--- src/design/psr_pkg.sv ---
package psr_pkg;

	// Widths of the time base and of the configuration words
	localparam int TIME_W = 32;
	localparam int CFG_W  = 16;
	localparam int GYRO_W = 15;

	// Speed numerator and the serial divider built around it
	localparam int          NUM_W     = 14;
	localparam logic [13:0] SPEED_NUM = 14'd10000;
	localparam int          QUO_W     = NUM_W;
	localparam int          CNT_W     = $clog2(QUO_W + 1);

	// Register indexes on the configuration port
	localparam logic [2:0] REG_MIN_GAP  = 3'd0;
	localparam logic [2:0] REG_STALL    = 3'd1;
	localparam logic [2:0] REG_UPDATE   = 3'd2;
	localparam logic [2:0] REG_GYRO_LIM = 3'd3;
	localparam logic [2:0] REG_SLOW_IV  = 3'd4;
	localparam logic [2:0] REG_FAST_IV  = 3'd5;

	// Reset values of the registers
	localparam logic [CFG_W-1:0]  RST_MIN_GAP  = 16'd30;
	localparam logic [CFG_W-1:0]  RST_STALL    = 16'd3000;
	localparam logic [CFG_W-1:0]  RST_UPDATE   = 16'd100;
	localparam logic [GYRO_W-1:0] RST_GYRO_LIM = 15'd180;
	localparam logic [CFG_W-1:0]  RST_SLOW_IV  = 16'd50;
	localparam logic [CFG_W-1:0]  RST_FAST_IV  = 16'd200;

	// Request to the divider
	typedef struct packed {
		logic              start;
		logic [TIME_W-1:0] divisor;
	} psr_div_req_t;

	// Status and result from the divider
	typedef struct packed {
		logic             done;
		logic [QUO_W-1:0] quo;
		logic             rem_nz;
	} psr_div_res_t;

endpackage

--- src/design/pulse_speed_pwm_regulator_unit.sv ---
// Channel  | Direction | Handshake            | Beat
// ---------+-----------+----------------------+---------------------------------------
// in       | to block  | in_valid / in_stall  | one millisecond tick: pulse, pot, gyros
// out      | from block| out_valid / out_stall| one motor update: duty, speed, pixels
// cfg      | to block  | cfg_write            | register index and 16-bit data
//
// A tick without a motor update leaves the block ready for the next tick. A tick with
// an update passes through the accept, 14 steps of the bit-serial speed divider, the
// hand-over of its result and the step of the duty that loads the output register.
// The output register holds a beat while out_stall is high; the next tick is taken
// meanwhile, and only a following update waits for the register to free up.
// Reset (arst_n, asynchronous) clears all time stamps, the period and the duty.
module pulse_speed_pwm_regulator_unit (
	input  logic        clk,
	input  logic        arst_n,
	// configuration
	input  logic        cfg_write,
	input  logic [2:0]  cfg_index,
	input  logic [15:0] cfg_data,
	// input channel
	input  logic        in_valid,
	output logic        in_stall,
	input  logic        pulse_seen,
	input  logic [9:0]  pot_sample,
	input  logic signed [15:0] pitch_rate,
	input  logic signed [15:0] yaw_rate,
	// output channel
	output logic        out_valid,
	input  logic        out_stall,
	output logic [7:0]  pwm_duty,
	output logic [8:0]  speed_units,
	output logic [7:0]  request_level,
	output logic [7:0]  target_speed,
	output logic        gyro_correcting,
	output logic [5:0]  duty_pixel,
	output logic [4:0]  speed_pixel,
	output logic [5:0]  request_pixel,
	output logic [2:0]  tilt_column,
	output logic [2:0]  tilt_row,
	output logic [1:0]  duty_colour
);

	typedef enum logic [2:0] {
		ST_IDLE = 3'b001,
		ST_DIV  = 3'b010,
		ST_FIN  = 3'b100
	} state_t;

	localparam logic [1:0] COL_RED  = 2'd0;
	localparam logic [1:0] COL_GYRO = 2'd1;
	localparam logic [1:0] COL_FULL = 2'd2;

	localparam int TW = psr_pkg::TIME_W;
	localparam int CW = psr_pkg::CFG_W;
	localparam int QW = psr_pkg::QUO_W;

	// Map a gyro rate to a cell: clamp(3 - trunc(rate / 60), 0, 7)
	function automatic logic [2:0] tilt_of(input logic signed [15:0] r);
		logic [2:0] t;
		if (r >= 16'sd180)       t = 3'd0;
		else if (r >= 16'sd120)  t = 3'd1;
		else if (r >= 16'sd60)   t = 3'd2;
		else if (r > -16'sd60)   t = 3'd3;
		else if (r > -16'sd120)  t = 3'd4;
		else if (r > -16'sd180)  t = 3'd5;
		else if (r > -16'sd240)  t = 3'd6;
		else                     t = 3'd7;
		return t;
	endfunction

	state_t state_q;

	// configuration registers
	logic [CW-1:0]             min_gap_q, stall_q, upd_period_q, slow_iv_q, fast_iv_q;
	logic [psr_pkg::GYRO_W-1:0] gyro_lim_q;

	// time base and measurement state
	logic [TW-1:0] now_q, last_pulse_q, period_q, last_upd_q, last_adj_q;
	logic [7:0]    duty_q;

	// item captured at accept
	logic [TW-1:0]      cur_q;
	logic [7:0]         req_q;
	logic signed [15:0] pitch_q, yaw_q;
	logic               yaw_big_q;
	logic               per_zero_q;

	// output register
	logic       out_valid_q;
	logic [7:0] pwm_duty_q, request_level_q, target_speed_q;
	logic [8:0] speed_units_q;
	logic       gyro_correcting_q;
	logic [5:0] duty_pixel_q, request_pixel_q;
	logic [4:0] speed_pixel_q;
	logic [2:0] tilt_column_q, tilt_row_q;
	logic [1:0] duty_colour_q;

	logic          accept;
	logic [TW-1:0] gap, since_upd, period_nxt;
	logic          upd;
	logic signed [16:0] yaw_x, lim_x;
	logic          yaw_big;

	psr_pkg::psr_div_req_t div_req;
	psr_pkg::psr_div_res_t div_res;

	logic [QW-1:0] speed;
	logic          rem_nz;
	logic [7:0]    target;
	logic          slow, above_t, below_t, adj;
	logic [TW-1:0] interval, since_adj;
	logic [7:0]    duty_nxt;
	logic          corr;
	logic          load_out;
	logic [15:0]   pix_prod;

	assign in_stall = (state_q != ST_IDLE);
	assign accept   = in_valid && !in_stall;

	// Pulse gap, stall and update tests on the current tick
	assign gap       = now_q - last_pulse_q;
	assign since_upd = now_q - last_upd_q;
	assign upd       = since_upd > {{(TW-CW){1'b0}}, upd_period_q};

	always_comb begin
		period_nxt = period_q;
		if (pulse_seen) begin
			if (gap > {{(TW-CW){1'b0}}, min_gap_q})
				period_nxt = gap;
		end else if (gap > {{(TW-CW){1'b0}}, stall_q}) begin
			period_nxt = '0;
		end
	end

	// Yaw magnitude test against the limit
	assign yaw_x   = {yaw_rate[15], yaw_rate};
	assign lim_x   = {2'b00, gyro_lim_q};
	assign yaw_big = (yaw_x > lim_x) || (yaw_x < -lim_x);

	// Start the speed divide on the period left by this tick
	assign div_req.start   = accept && upd;
	assign div_req.divisor = period_nxt;

	psr_div u_div (
		.clk    (clk),
		.arst_n (arst_n),
		.req    (div_req),
		.res    (div_res)
	);

	// Speed comparisons from quotient and remainder, no multiply
	assign speed    = per_zero_q ? '0 : div_res.quo;
	assign rem_nz   = per_zero_q ? 1'b0 : div_res.rem_nz;
	assign target   = {1'b0, req_q[7:1]} + 8'd64;
	assign slow     = speed < QW'(20);
	assign above_t  = (speed > {{(QW-8){1'b0}}, target}) ||
		((speed == {{(QW-8){1'b0}}, target}) && rem_nz);
	assign below_t  = speed < {{(QW-8){1'b0}}, target};
	assign interval = {{(TW-CW){1'b0}}, slow ? slow_iv_q : fast_iv_q};
	assign since_adj = cur_q - last_adj_q;
	assign adj      = since_adj > interval;

	// Step the duty
	always_comb begin
		duty_nxt = duty_q;
		corr     = 1'b0;
		if (adj) begin
			if (yaw_big_q) begin
				duty_nxt = (duty_q >= 8'd4) ? duty_q - 8'd4 : 8'd0;
				corr     = 1'b1;
			end else if (above_t) begin
				duty_nxt = (duty_q >= 8'd2) ? duty_q - 8'd2 : 8'd0;
			end else if (below_t) begin
				duty_nxt = (duty_q >= 8'd252) ? 8'd255 : duty_q + 8'd4;
			end
		end
	end

	// Speed / 20 as (speed / 4) * 205 / 1024, saturating once it passes 31
	assign pix_prod = {8'b0, speed[9:2]} * 16'd205;
	assign load_out = (state_q == ST_FIN) && !(out_valid_q && out_stall);

	// Sequencer
	always_ff @(posedge clk or negedge arst_n) begin
		if (!arst_n) begin
			state_q <= ST_IDLE;
		end else begin
			case (state_q)
				ST_IDLE: if (accept && upd) state_q <= ST_DIV;
				ST_DIV:  if (div_res.done) state_q <= ST_FIN;
				ST_FIN:  if (load_out) state_q <= ST_IDLE;
				default: state_q <= ST_IDLE;
			endcase
		end
	end

	// Configuration writes
	always_ff @(posedge clk or negedge arst_n) begin
		if (!arst_n) begin
			min_gap_q    <= psr_pkg::RST_MIN_GAP;
			stall_q      <= psr_pkg::RST_STALL;
			upd_period_q <= psr_pkg::RST_UPDATE;
			gyro_lim_q   <= psr_pkg::RST_GYRO_LIM;
			slow_iv_q    <= psr_pkg::RST_SLOW_IV;
			fast_iv_q    <= psr_pkg::RST_FAST_IV;
		end else if (cfg_write) begin
			case (cfg_index)
				psr_pkg::REG_MIN_GAP:  min_gap_q    <= cfg_data;
				psr_pkg::REG_STALL:    stall_q      <= cfg_data;
				psr_pkg::REG_UPDATE:   upd_period_q <= cfg_data;
				psr_pkg::REG_GYRO_LIM: gyro_lim_q   <= cfg_data[psr_pkg::GYRO_W-1:0];
				psr_pkg::REG_SLOW_IV:  slow_iv_q    <= cfg_data;
				psr_pkg::REG_FAST_IV:  fast_iv_q    <= cfg_data;
				default: ;
			endcase
		end
	end

	// Advance time, track pulses, take the update and adjust stamps
	always_ff @(posedge clk or negedge arst_n) begin
		if (!arst_n) begin
			now_q        <= '0;
			last_pulse_q <= '0;
			period_q     <= '0;
			last_upd_q   <= '0;
			last_adj_q   <= '0;
			duty_q       <= '0;
		end else begin
			if (accept) begin
				now_q    <= now_q + 1'b1;
				period_q <= period_nxt;
				if (pulse_seen) last_pulse_q <= now_q;
				if (upd) last_upd_q <= now_q;
			end
			if (load_out) begin
				duty_q <= duty_nxt;
				if (adj) last_adj_q <= cur_q;
			end
		end
	end

	// Capture the tick for the update
	always_ff @(posedge clk) begin
		if (accept) begin
			cur_q      <= now_q;
			req_q      <= pot_sample[9:2];
			pitch_q    <= pitch_rate;
			yaw_q      <= yaw_rate;
			yaw_big_q  <= yaw_big;
			per_zero_q <= (period_nxt == '0);
		end
	end

	// Output valid: set on load, drop once the beat is taken
	always_ff @(posedge clk or negedge arst_n) begin
		if (!arst_n) begin
			out_valid_q <= 1'b0;
		end else if (load_out) begin
			out_valid_q <= 1'b1;
		end else if (!out_stall) begin
			out_valid_q <= 1'b0;
		end
	end

	// Output payload
	always_ff @(posedge clk) begin
		if (load_out) begin
			pwm_duty_q        <= duty_nxt;
			speed_units_q     <= (speed > QW'(511)) ? 9'h1FF : speed[8:0];
			request_level_q   <= req_q;
			target_speed_q    <= target;
			gyro_correcting_q <= corr;
			duty_pixel_q      <= duty_nxt[7:2];
			speed_pixel_q     <= (speed >= QW'(620)) ? 5'd31 : pix_prod[14:10];
			request_pixel_q   <= req_q[7:2];
			tilt_column_q     <= tilt_of(pitch_q);
			tilt_row_q        <= tilt_of(yaw_q);
			if (corr)
				duty_colour_q <= COL_GYRO;
			else if (duty_nxt == 8'd255 && below_t)
				duty_colour_q <= COL_FULL;
			else
				duty_colour_q <= COL_RED;
		end
	end

	assign out_valid       = out_valid_q;
	assign pwm_duty        = pwm_duty_q;
	assign speed_units     = speed_units_q;
	assign request_level   = request_level_q;
	assign target_speed    = target_speed_q;
	assign gyro_correcting = gyro_correcting_q;
	assign duty_pixel      = duty_pixel_q;
	assign speed_pixel     = speed_pixel_q;
	assign request_pixel   = request_pixel_q;
	assign tilt_column     = tilt_column_q;
	assign tilt_row        = tilt_row_q;
	assign duty_colour     = duty_colour_q;

`ifndef SYNTH
	// The divider finishes only while the sequencer waits for it
	a_div_done_in_div: assert property (@(posedge clk) disable iff (!arst_n)
		div_res.done |-> state_q == ST_DIV)
		else $error("divider done outside divide wait");

	// A tick that triggers an update blocks the input on the next cycle
	a_upd_blocks_in: assert property (@(posedge clk) disable iff (!arst_n)
		(accept && upd) |=> in_stall)
		else $error("input not blocked after update tick");

	// A busy output register keeps the finish step waiting
	a_fin_waits: assert property (@(posedge clk) disable iff (!arst_n)
		(state_q == ST_FIN && out_valid_q && out_stall) |=> state_q == ST_FIN)
		else $error("finish step overran a held beat");

	// A yaw correction always shows its colour
	a_corr_colour: assert property (@(posedge clk) disable iff (!arst_n)
		(out_valid_q && gyro_correcting_q) |-> duty_colour_q == COL_GYRO)
		else $error("gyro correction without its colour");
`endif

endmodule

--- src/design/psr_div.sv ---
// Restoring divider: SPEED_NUM / divisor, one quotient bit per cycle.
module psr_div (
	input  logic                  clk,
	input  logic                  arst_n,
	input  psr_pkg::psr_div_req_t req,
	output psr_pkg::psr_div_res_t res
);

	logic                              busy_q;
	logic                              done_q;
	logic [psr_pkg::CNT_W-1:0]         cnt_q;
	logic [psr_pkg::NUM_W-1:0]         num_q;
	logic [psr_pkg::NUM_W-1:0]         rem_q;
	logic [psr_pkg::QUO_W-1:0]         quo_q;
	logic [psr_pkg::TIME_W-1:0]        div_q;
	logic [psr_pkg::NUM_W:0]           trial;
	logic [psr_pkg::NUM_W:0]           diff;
	logic                              fits;

	// Trial subtract of the shifted remainder; a divisor with high bits set never fits
	assign trial = {rem_q, num_q[psr_pkg::NUM_W-1]};
	assign diff  = trial - div_q[psr_pkg::NUM_W:0];
	assign fits  = (div_q[psr_pkg::TIME_W-1:psr_pkg::NUM_W+1] == '0) &&
		(trial >= div_q[psr_pkg::NUM_W:0]);

	// Control: load on start, count down the steps, pulse done at the end
	always_ff @(posedge clk or negedge arst_n) begin
		if (!arst_n) begin
			busy_q <= 1'b0;
			done_q <= 1'b0;
			cnt_q  <= '0;
		end else begin
			done_q <= 1'b0;
			if (req.start) begin
				busy_q <= 1'b1;
				cnt_q  <= psr_pkg::CNT_W'(psr_pkg::QUO_W);
			end else if (busy_q) begin
				cnt_q <= cnt_q - 1'b1;
				if (cnt_q == psr_pkg::CNT_W'(1)) begin
					busy_q <= 1'b0;
					done_q <= 1'b1;
				end
			end
		end
	end

	// Datapath: shift one dividend bit in and one quotient bit out per cycle
	always_ff @(posedge clk) begin
		if (req.start) begin
			div_q <= req.divisor;
			num_q <= psr_pkg::SPEED_NUM;
			rem_q <= '0;
			quo_q <= '0;
		end else if (busy_q) begin
			num_q <= {num_q[psr_pkg::NUM_W-2:0], 1'b0};
			rem_q <= fits ? diff[psr_pkg::NUM_W-1:0] : trial[psr_pkg::NUM_W-1:0];
			quo_q <= {quo_q[psr_pkg::QUO_W-2:0], fits};
		end
	end

	assign res.done   = done_q;
	assign res.quo    = quo_q;
	assign res.rem_nz = (rem_q != '0);

endmodule
--- config.mk ---
export PLATFORM = sky130hd
export DESIGN_NAME = pulse_speed_pwm_regulator_unit
export DESIGN_NICKNAME = d
export VERILOG_FILES = /design/src/design/psr_pkg.sv /design/src/design/pulse_speed_pwm_regulator_unit.sv /design/src/design/psr_div.sv
export SDC_FILE = /design/constraint.sdc
export NUM_CORES = 1
export LEC_CHECK = 0
export ABC_AREA = 1
export BUFFER_PORTS_ARGS = -buffer_cell sky130_fd_sc_hd__buf_2
export CORE_MARGIN = 3
export CORE_UTILIZATION = 39
export CTS_BUF_LIST = sky130_fd_sc_hd__clkbuf_8
export DETAILED_ROUTE_END_ITERATION = 10
export PLACE_DENSITY_LB_ADDON = 0.25
export SLEW_MARGIN = 20
export SYNTH_ARGS = -nofsm -noshare
export SYNTH_HDL_FRONTEND = slang
export SYNTH_HIERARCHICAL = 1
export SYNTH_SLANG_ARGS = --single-unit
export TNS_END_PERCENT = 1
--- constraint.sdc ---
create_clock -name clk -period 6.63 [get_ports clk]
set_input_delay 1.989 -clock clk [delete_from_list [all_inputs] [get_ports clk]]
set_output_delay 1.989 -clock clk [all_outputs]
set_load 0.02 [all_outputs]
==> flow_summary.toml <==
[run_status]
status = "finished clean"

[place]
place_congestion = 0.908
dpl_worst_slack_ps = 964
dp_hpwl_um = 60700
portBuffers = 125

[timing]
drv_slew = 0
tightestPinTransition_ps = 1040
rsz0062_at_grt = "no"
skew_ps = 40.0
setup_viol = 0
post-route-period-util_pct = 86.3
tns_ps = 0
hold_violations = 0
slew_headroom_pct = 30.7
layout_setup_ws_ps = 908
max_freq_ghz = 0.175
fin_crit_ps = 5720

[power]
vdd_drop_max_mv = 0.275
p_int_mw = 7.80
power_density_nw_per_um2 = 441
p_sw_share_pct = 47.6
clkPwrFrac_pct = 17.2
leakage_nw = 17.1
seq_power_share_pct = 27.7
netSwitchingPower_mw = 7.07
combPwrFrac_pct = 55.1

[synth]
yosysTopAreaCellShare_pct = 20.2
netlist-cell-type-count = 71
synth_edf_count = 146
synthFlopType = "dfrtp_1"
synth.yosys.seq_area_share_pct = 39.2
ys_ff_latch = 457
synthesis.area_um2 = 30700
synthArstFlopShare_pct = 59.7
synth_nets = 4285
yosys-top-cells-area = "dfrtp_1 (20%), edfxtp_1 (14%), nand2_1 (11%)"
netlist_instances = 3935
ys_warn_count = 6
syn-mean-instance-area_um2 = 7.79
post-synth-top-area-cell = "dfrtp_1"

[cts]
cts_root_buf = "clkbuf_8"
clk_latency_ps = 680
cts_made_buffers = 81
clk_path_buf_depth = 3
cts_setup_buffers = 0
hold_buffers = 0
htree_num_levels = 3
path_clk_slew_ps = 70
cts.sinks = 457
cts_tree = "done"
cts_resized = 0

[worst_setup_path]
cp_slowest_cell = "inv_1"
cp-start-kind = "flop"
r2r_start = "now_q[0]"
startpoint = "now_q[0]"
cpPeakStageDelay_ps = 500
cp_max_fo = 29
end_kind = "flop"
timing.reg2reg.worst_path_depth = 27
r2r_slack_ps = 910
cp.required_ps = 7210
crit_type = "flop to flop"
cp.arrival_ps = 6300
reg2reg_to = "u_div/quo_q[8]"

[cells_and_area]
final_layout_size_suffix_gt1_share_pct = 9.57
final_util_pct = 43.4
area.growth.synth_to_final_pct = 10.0
final_nets = 4402

[floorplan]
coreArea_um2 = 77700
die_w_um = 286
dieArea_um2 = 82000
fp-row-count = 102
ioPinCount = 128
initial_core_util_pct = 39.5
die_y_um = 286

[routing]
wl_per_cell_um = 15.3
drt_iter0_drc = 1565
ant_nets = 0
wl_um = 78700
dr.pass1.iters = 6
viasPerCell = 4.91
drc = 0
routed-via-count = 25324

[min_path]
hold_depth = 0
hold_path_class = "flop to flop"
hold_start = "req_q[0]"
hold_end = "request_level[0]"

[global_routing]
grt_usage_pct = 19.4
grt_pass1_vias = 24537
antenna_found_initial = 6
grt-ovfl-total = 0
grt_max_degree = 127
grt_pass1_wl_um = 129000

[flow_run]
drv_cap = 0
[per-stage QoR]
step / power, mW / instances / cell area, µm² / hold slack (ps)
after CTS: 15.0 / 5156 / 33700 / 445
after detailed placement: 12.4 / 5009 / 32200 / 428
after floorplan: 10.2 / 3935 / 30700 / 400
after global routing: 16.4 / 5157 / 33700 / 443
final: 14.9 / 5159 / 33700 / 438
after global placement: 12.3 / 5009 / 32200 / 405
[area by class of cell]
| class | instances | area (µm²) |
|---|---|---|
| timing repair buffer | 138 | 771 |
| inverter | 703 | 2640 |
| antenna | 3 | 7.51 |
| fill | 7980 | 44000 |
| clock buffer | 88 | 1210 |
| sequential | 457 | 12000 |
| clock inverter | 59 | 358 |
| tap | 1040 | 1300 |
| multi-input combinational | 2671 | 15400 |
[worst max path at each step]
stage	end	slack [ps]	cells after the start
finish	u_div/quo_q[8]	910	27
global route	u_div/quo_q[3]	390	27
CTS	u_div/quo_q[8]	920	27
detailed placement	u_div/cnt_q[0]	960	27
global placement	u_div/cnt_q[0]	1100	27
floorplan	cur_q[0]	1530	4
[state kept, by name (all words and copies together), names as in the netlist, 9 cells and up]
register	cells
cur_q	32
fast_iv_q	16
gyro_lim_q	15
last_adj_q	32
last_pulse_q	32
last_upd_q	32
min_gap_q	16
now_q	32
period_q	32
pitch_q	16
slow_iv_q	16
speed_units	9
stall_q	16
u_div/div_q	32
u_div/num_q	10
u_div/quo_q	14
u_div/rem_q	14
upd_period_q	16
yaw_q	16
[power groups by stage]
stage          Combinational [mW]  Clock, mW  Sequential, mW
6_report                     8.20       2.55            4.12
5_1_grt                      9.43       2.78            4.21
4_1_cts                      8.26       2.65            4.12
3_5_place_dp                 8.22          0            4.17
3_3_place_gp                 8.15          0            4.16
2_1_floorplan                6.12          0            4.06
[worst max-delay path: cells and delay by family (launching register included)]
| kind | cells | cell delay, ps |
|---|---|---|
| flops | 1 | 410 |
| compound gates | 8 | 1580 |
| buf+inv | 4 | 900 |
| fa+ha+maj | 3 | 830 |
| xor+xnor | 1 | 180 |
| simple gates | 11 | 1700 |
[cell usage in the layout (no fill, tap or decap), types with 10 or more instances in the layout]
| master | Yosys | layout |
|---|---|---|
| inv_1 | 688 | 714 |
| mux2i_1 | 15 | 15 |
| dfrtp_1 | 248 | 248 |
| inv_2 | 12 | 13 |
| a21oi_1 | 208 | 208 |
| nor4_1 | 21 | 21 |
| nor2_1 | 261 | 261 |
| fa_1 | 15 | 15 |
| o22ai_1 | 18 | 18 |
| a21o_1 | 10 | 10 |
| o21ai_1 | 29 | 28 |
| edfxtp_1 | 146 | 146 |
| buf_2 | 13 | 124 |
| xnor2_1 | 24 | 24 |
| nand3_1 | 164 | 164 |
| dfxtp_1 | 38 | 38 |
| clkbuf_8 | 0 | 88 |
| nand4_1 | 101 | 101 |
| nor2_2 | 25 | 25 |
| nor3_1 | 57 | 57 |
| nand4_2 | 10 | 10 |
| xor2_1 | 96 | 96 |
| nand2_1 | 914 | 912 |
| o21ai_0 | 290 | 290 |
| nand2_2 | 24 | 26 |
| dfstp_2 | 25 | 25 |
| ha_1 | 268 | 268 |
| buf_4 | 34 | 10 |
| clkinv_2 | 0 | 12 |
[routing by layer]
metal | global-route usage (%) | wire (µm) | vias up
met5 | 0 | 0 | -
met4 | 6.35 | 2490 | 0
met3 | 2.67 | 3160 | 131
met2 | 31.7 | 35500 | 462
met1 | 26.5 | 37500 | 11694
li1 | - | - | 13037
[synthesized netlist by cell type, types with 7 or more instances]
cell type and number:
dfrtp_1 248, a21oi_1 208, nor2_1 261, dfstp_2 25, fa_1 15, nand4_1 101
nand3b_1 9, nand4_2 10, buf_2 13, xnor2_1 24, a21o_1 10, dfxtp_1 38
nand2_2 24, buf_6 7, nand3_2 9, inv_2 12, nor4_1 21, buf_4 34
xor2_1 96, mux2i_1 15, inv_1 688, o21ai_0 290, clkbuf_1 47, a211oi_1 9
nand2_1 914, o21a_1 9, edfxtp_1 146, nor2_2 25, o22ai_1 18, o21ai_1 29
nor3_1 57, ha_1 268, nand3_1 164, o31ai_1 9
[cells by family (layout without fill, tap and decap cells)]
group | Yosys count | count (layout) | share of synthesized area, %
simple gates | 1621 | 1621 | 23.2
buf+inv | 807 | 988 | 10.5
compound gates | 630 | 630 | 11.2
flops | 457 | 457 | 39.2
fa+ha+maj | 283 | 283 | 11.9
xor+xnor | 120 | 120 | 3.43
mux | 17 | 17 | 0.563
other cells | 0 | 3 | 0
No activity file was read; power rests on OpenSTA's default activity.
